[src/rtl/assert_macros.svh]
// Assertion macros used by the RTL of the multichannel IIR position filter.
// Standalone header with no dependencies; include by bare file name.
`ifndef ASSERT_MACROS_SVH
`define ASSERT_MACROS_SVH

// Check that is switched off while reset is high.
`define MIPF_ASSERT(label, clk, rst, prop, msg) \
   label: assert property (@(posedge clk) disable iff (rst) prop) \
      else $error(msg);

// Check that also holds across reset.
`define MIPF_ASSERT_ALWAYS(label, clk, prop, msg) \
   label: assert property (@(posedge clk) prop) \
      else $error(msg);

`endif

[src/rtl/mipf_pkg.sv]
// Package of the multichannel IIR position filter: item and coefficient types,
// register indexes, widths and reset values. No dependencies.
`default_nettype none

package mipf_pkg;

   localparam int MIPF_CHANNELS = 8;
   localparam int TAPS          = 3;
   localparam int POS_W         = 32;
   localparam int COEF_W        = 18;
   localparam int RATE_W        = 16;
   localparam int CHAN_W        = 3;
   localparam int PROD_W        = POS_W + COEF_W;
   localparam int ACC_W         = PROD_W + 3;
   localparam int SAT_W         = ACC_W + 1;
   localparam int FRAC_W        = 16;
   localparam int STEPS         = 2 * TAPS + 1;
   localparam int STEP_W        = $clog2(STEPS);
   localparam int CSR_ADDR_W    = 5;
   localparam int CSR_DATA_W    = 32;

   localparam logic OP_SAMPLE = 1'b0;
   localparam logic OP_CLEAR  = 1'b1;

   localparam logic signed [SAT_W-1:0] SAT_MAX  = 54'sd2147483647;
   localparam logic signed [SAT_W-1:0] SAT_MIN  = -54'sd2147483648;
   localparam logic signed [SAT_W-1:0] RND_HALF = 54'sd32768;

   localparam logic [COEF_W-1:0] B0_RESET = 18'sd1877;
   localparam logic [COEF_W-1:0] B1_RESET = 18'sd5630;
   localparam logic [COEF_W-1:0] B2_RESET = 18'sd5630;
   localparam logic [COEF_W-1:0] B3_RESET = 18'sd1877;
   localparam logic [COEF_W-1:0] A1_RESET = 18'sd99543;
   localparam logic [COEF_W-1:0] A2_RESET = -18'sd62915;
   localparam logic [COEF_W-1:0] A3_RESET = 18'sd13894;
   localparam logic [RATE_W-1:0] RATE_RESET = 16'd1000;

   typedef enum logic [2:0] {
      REG_B0, REG_B1, REG_B2, REG_B3, REG_A1, REG_A2, REG_A3, REG_RATE
   } csr_reg_type;

   typedef enum logic [2:0] {
      ST_IDLE, ST_MUL, ST_SUM, ST_ROUND, ST_VEL, ST_DONE
   } state_type;

   typedef struct packed {
      logic              op;
      logic [CHAN_W-1:0] channel;
      logic [POS_W-1:0]  position_in;
   } req_item_type;

   typedef struct packed {
      logic [CHAN_W-1:0] channel_out;
      logic [POS_W-1:0]  position_out;
      logic [POS_W-1:0]  velocity_out;
   } rsp_item_type;

   typedef struct packed {
      logic [TAPS:0][COEF_W-1:0]   b;
      logic [TAPS-1:0][COEF_W-1:0] a;
      logic [RATE_W-1:0]           rate;
   } coef_set_type;

   typedef logic [TAPS-1:0][POS_W-1:0] hist_row_type;

endpackage

`default_nettype wire

[src/rtl/mipf_csr.sv]
// Configuration register file of the position filter with its APB-style port.
// Depends on mipf_pkg for register indexes, reset values and the coefficient type.
`default_nettype none

module mipf_csr
   import mipf_pkg::*;
(
   input  logic                  clock,
   input  logic                  reset,
   input  logic                  psel,
   input  logic                  penable,
   input  logic                  pwrite,
   input  logic [CSR_ADDR_W-1:0] paddr,
   input  logic [CSR_DATA_W-1:0] pwdata,
   output logic [CSR_DATA_W-1:0] prdata,
   output logic                  pready,
   output coef_set_type          coefs
);

   coef_set_type coefs_ff;
   csr_reg_type  reg_idx;
   logic         wr_en;

   assign pready  = 1'b1;
   assign reg_idx = csr_reg_type'(paddr[CSR_ADDR_W-1:2]);
   assign wr_en   = psel && penable && pwrite;
   assign coefs   = coefs_ff;

   always_ff @(posedge clock) begin
      if (reset) begin
         coefs_ff.b    <= {B3_RESET, B2_RESET, B1_RESET, B0_RESET};
         coefs_ff.a    <= {A3_RESET, A2_RESET, A1_RESET};
         coefs_ff.rate <= RATE_RESET;
      end else if (wr_en) begin
         unique case (reg_idx)
            REG_B0:   coefs_ff.b[0]  <= pwdata[COEF_W-1:0];
            REG_B1:   coefs_ff.b[1]  <= pwdata[COEF_W-1:0];
            REG_B2:   coefs_ff.b[2]  <= pwdata[COEF_W-1:0];
            REG_B3:   coefs_ff.b[3]  <= pwdata[COEF_W-1:0];
            REG_A1:   coefs_ff.a[0]  <= pwdata[COEF_W-1:0];
            REG_A2:   coefs_ff.a[1]  <= pwdata[COEF_W-1:0];
            REG_A3:   coefs_ff.a[2]  <= pwdata[COEF_W-1:0];
            REG_RATE: coefs_ff.rate  <= pwdata[RATE_W-1:0];
            default:  coefs_ff       <= coefs_ff;
         endcase
      end
   end

   always_comb begin
      unique case (reg_idx)
         REG_B0:   prdata = {{(CSR_DATA_W-COEF_W){coefs_ff.b[0][COEF_W-1]}}, coefs_ff.b[0]};
         REG_B1:   prdata = {{(CSR_DATA_W-COEF_W){coefs_ff.b[1][COEF_W-1]}}, coefs_ff.b[1]};
         REG_B2:   prdata = {{(CSR_DATA_W-COEF_W){coefs_ff.b[2][COEF_W-1]}}, coefs_ff.b[2]};
         REG_B3:   prdata = {{(CSR_DATA_W-COEF_W){coefs_ff.b[3][COEF_W-1]}}, coefs_ff.b[3]};
         REG_A1:   prdata = {{(CSR_DATA_W-COEF_W){coefs_ff.a[0][COEF_W-1]}}, coefs_ff.a[0]};
         REG_A2:   prdata = {{(CSR_DATA_W-COEF_W){coefs_ff.a[1][COEF_W-1]}}, coefs_ff.a[1]};
         REG_A3:   prdata = {{(CSR_DATA_W-COEF_W){coefs_ff.a[2][COEF_W-1]}}, coefs_ff.a[2]};
         REG_RATE: prdata = {{(CSR_DATA_W-RATE_W){1'b0}}, coefs_ff.rate};
         default:  prdata = '0;
      endcase
   end

endmodule

`default_nettype wire

[config.mk]
export PLATFORM = sky130hd
export DESIGN_NAME = mipf_csr
export DESIGN_NICKNAME = d
export VERILOG_FILES = /design/src/rtl/assert_macros.svh /design/src/rtl/mipf_pkg.sv /design/src/rtl/mipf_csr.sv
export SDC_FILE = /design/constraint.sdc
export NUM_CORES = 1
export LEC_CHECK = 0
export BUFFER_PORTS_ARGS = -buffer_cell sky130_fd_sc_hd__buf_2
export CORE_AREA = 3 3 120 122
export CTS_CLUSTER_DIAMETER = 150
export DETAILED_ROUTE_END_ITERATION = 12
export DIE_AREA = 0 0 123 125
export GPL_TIMING_DRIVEN = 1
export PLACE_DENSITY = 0.9
export SYNTH_ARGS = -nofsm -noshare
export SYNTH_HDL_FRONTEND = slang
export SYNTH_SLANG_ARGS = --single-unit
[constraint.sdc]
create_clock -name clock -period 2.32 [get_ports clock]
set_input_delay 0.232 -clock clock [delete_from_list [all_inputs] [get_ports clock]]
set_output_delay 0.232 -clock clock [all_outputs]
set_load 0.05 [all_outputs]
Word level (Yosys, flattened, before mapping)
Index checks and enable logic that the tools add are counted.
{"block": "classes", "n_eq_ne": 7, "n_mux": 1, "reduce_logical": 11}
{"cell": "$pmux W32 S8", "count": 1}
{"cell": "$reduce_and A2 Y1", "count": 8}
{"cell": "$eq A3 B3 Y1 const B", "count": 4}
{"cell": "$eq A3 B2 Y1 const B", "count": 2}
{"cell": "$eq A3 B1 Y1 const B", "count": 1}
{"cell": "$logic_not A3 Y1", "count": 1}
{"cell": "$logic_and A1 B1 Y1", "count": 2}
{"block": "totals", "regBits": 142, "input_bits": 42, "output_inout_bits": 175, "elab_cells": 27}

Depth between registers and ports, before layout
{"block": "logic_depth", "depth_word": 3, "mapped_depth": 6, "depth_no_buf": 3}

Worst setup path before layout
Ideal clock, no wire load.
{"block": "synth_path", "kind": "reg-to-output", "startpoint": "register coefs_ff (netlist bit coefs[61])", "endpoint": "output prdata[9]", "arrival_time_ps": 1912, "required_time_ps": 2088, "setup_slack_ps": 176, "path_stages_with_launch": 4, "path_buffers": 0, "cell_sequence": "dfxtp_1 > mux2i_1 > a221o_1 > a21oi_1"}
{"block": "synth_via", "elab_chain_len": 1}
{"item": "start: declaration", "line_no": "mipf_csr.sv:20", "source": "coef_set_type coefs_ff;"}
{"item": "start signal: assignment", "line_no": "mipf_csr.sv:44", "source": "default: coefs_ff <= coefs_ff;"}
{"item": "$pmux W32 S8", "line_no": "mipf_csr.sv:50", "source": "unique case (reg_idx)"}
{"item": "end: declaration", "line_no": "mipf_csr.sv:15", "source": "output logic [CSR_DATA_W-1:0] prdata,"}
Every way passes these cells.

Worst setup path after layout
{"block": "layout_path", "startpoint": "input paddr[4]", "endpoint": "output prdata[15]"}
{"block": "layout_via", "elab_chain_len": 2, "elab_cells_between_ends": 9, "classes_between": "eq/ne (7); mux (1); reduce/logical (1)"}
{"item": "start: declaration", "line_no": "mipf_csr.sv:13", "source": "input logic [CSR_ADDR_W-1:0] paddr,"}
{"item": "$eq A3 B3 Y1 (tied with other cells)", "line_no": "mipf_csr.sv:50"}
{"item": "$pmux W32 S8 (*)", "line_no": "mipf_csr.sv:50"}
Every way passes the cells marked *; elsewhere a longest branch is shown, timed or not.

==> impl_metrics.csv <==
group,metric,value,unit
run_status,status,"complete, no violations",
power,p_leak,0.00389,uW
hold_path,hold_class,"input port to flop",
die,die_h,125,um
placed_design,port_buffers,199,
finish,design_area,0.00846,sq mm
synthesis,synth_top_cell_area_share,41.7,%
synthesis,synth_fp_nets,801,
finish,syn_to_final_growth,24.1,%
sta,tightest_slew,0.789,ns
placed_design,place_area,0.00781,sq mm
clocking,clk-insertion-delay-late,0.42,ns
finish,largest_register_ffs,142,
synthesis,ys_top_cells_by_area,"dfxtp_1, mux2i_1, o21ai_0",
critical_path,cp.required,2.09,ns
critical_path,criticalPathCategory,"input port to primary output",
finish,fillers,1102,
synthesis,synthArstFlopShare,0,%
clocking,clock-root-buffer,"clkbuf_16",
detailed_routing,drt_wl_total,22700,um
synthesis,synth_top_area_cell,"dfxtp_1",
synthesis,ys_types,47,
clocking,cts_tree,"yes",
sta,fin_ws,0.252,ns
synthesis,ys_seq_area_share,41.7,%
finish,register_area,0.00284,sq mm
global_route,grt_util_all_layers,28.7,%
sta,slew-limit-headroom,47.4,%
synthesis,avgSynthCellArea,8.98,sq um
die,core.rowCount,42,
die,die_area,0.0154,sq mm
placed_design,place_ws,0.327,ns
detailed_routing,antenna_left,0,
sta,hold_ws,0.0799,ns
die,initial_core_util,51.3,%
placed_design,dpl.hpwl,15300,um
detailed_routing,drc,0,
sta,hold_viol_final,0,
critical_path,cp.arrival,1.84,ns
clocking,post-cts-setup-buffers,0,
detailed_routing,vias,6720,
clocking,hold_buffers,0,
finish,drive_gt1_share,29.2,%
clocking,cts_resized,0,
die,io_pins,217,
synthesis,syn-cell-area,0.00682,sq mm
sta,setup-tns-final,0,ns
synthesis,ys_ff_latch,142,
synthesis,synthCells,759,
sta,final-max-slew-violation-count,0,
sta,setup_viol,0,
sta,rsz0062_at_grt,"false",
critical_path,end_kind,"primary output",
power,p_per_area,733,mW/mm^2
clocking,clock-sinks,142,
run,drv_cap,0,
finish,mostFrequentLayoutCells,"buf_2, dfxtp_1, mux2i_1",
critical_path,startpoint_type,"input port",
clocking,h-tree-depth,4,
sta,fin_skew,0,ns
sta,fmax,484,MHz
finish,post-route-util,63.6,%
synthesis,ys_warn_count,0,
finish,multi_input_area,0.00346,sq mm
synthesis,synth_edf_count,0,
clocking,cts-buffers-inserted,17,
global_route,antenna_found_initial,2,
global_route,overflow,0,
global_route,grt_max_degree,79,
placed_design,gp_congestion,0.850,
detailed_routing,vias_per_cell,6.03,
clocking,clockBufferDepth,2,
synthesis,synth_ff_type,"dfxtp_1",
die,core,0.0133,sq mm
finish,layout.nets,967,
finish,final_common_cell,"buf_2",
critical_path,crit_fanout,7,
global_route,grt_pass1_vias,6253,
sta,min_period,2.07,ns
detailed_routing,post_drt_wl_per_cell,20.4,um
sta,period_share,89.1,%
global_route,grt_pass1_wl,34400,um
detailed_routing,firstDrtPassIters,5,
die,dieWidth,123,um
power,ir_worst_vdd,0.000462,V
clocking,clkTransAtPathRegs,0.06,ns
detailed_routing,drtIter0Drc,699,
-- metal layers --
layer / vias up / wire length [um] / global-route usage, %
met5: - / 7 / 0
met4: 2 / 835 / 12.2
met3: 72 / 2310 / 6.23
met2: 446 / 10600 / 45.0
met1: 3191 / 8980 / 38.2
li1: 3009 / - / -
-- power by group --
| group | switching (uW) | total [uW] | internal, uW |
|---|---|---|---|
| sequential | 15.2 | 2470 | 2460 |
| clock | 1050 | 2950 | 1910 |
| combinational | 574 | 781 | 207 |
-- synthesized netlist by cell type (3+ instances only) --
| library cell | n |
|---|---|
| nand2_2 | 3 |
| o21ai_1 | 4 |
| nor2_1 | 88 |
| buf_2 | 15 |
| o31ai_1 | 3 |
| buf_6 | 8 |
| o21ai_0 | 71 |
| a22o_1 | 12 |
| nand2_1 | 17 |
| o32ai_1 | 12 |
| a21oi_1 | 36 |
| inv_1 | 15 |
| clkbuf_1 | 35 |
| mux2i_1 | 110 |
| nor2b_1 | 33 |
| nand3_1 | 34 |
| dfxtp_1 | 142 |
| o22ai_1 | 15 |
| o22a_1 | 3 |
| buf_4 | 21 |
| or3_1 | 4 |
| nand2b_1 | 37 |
| o32a_1 | 12 |
-- per-stage QoR --
| stage | cells | power [uW] |
|---|---|---|
| 6_report | 1115 | 6200 |
| 5_1_grt | 1115 | 6340 |
| 4_1_cts | 1114 | 6210 |
| 3_5_place_dp | 1082 | 3290 |
| 3_3_place_gp | 1082 | 3290 |
| 2_1_floorplan | 759 | 3120 |
-- final timing paths --
check	start	to	slack (ns)	cells past startpoint
max	paddr[4]	prdata[15]	0.25	6
max reg2reg	coefs[63]	coefs[63]	1.50	3
min	pwdata[9]	coefs[115]	0.08	3
min reg2reg	coefs[140]	coefs[140]	0.49	2
-- kinds of logic after synthesis --
family | count (synthesis) | synth area share [%]
flops | 142 | 41.7
mux | 111 | 16.5
buf+inv | 95 | 7.55
simple gates | 232 | 17.8
other cells | 1 | 0.0550
compound gates | 178 | 16.4
-- worst max-delay path, cell delays in order --
cell,delay (ns)
buf_2,0.14
nor2_1,0.54
buf_4,0.31
a22o_1,0.17
o32a_1,0.18
buf_2,0.27
-- final cells by class --
cell class | count | share of cell area [%]
multi-input cells | 522 | 40.9
clock buffers | 21 | 5.68
diodes | 1 | 0.0296
well taps | 176 | 2.60
clock inverters | 11 | 1.91
flip-flops and latches | 142 | 33.6
repair buffers | 227 | 14.6
inverters | 15 | 0.666
Note: power is estimated with default switching activity, not from simulation.
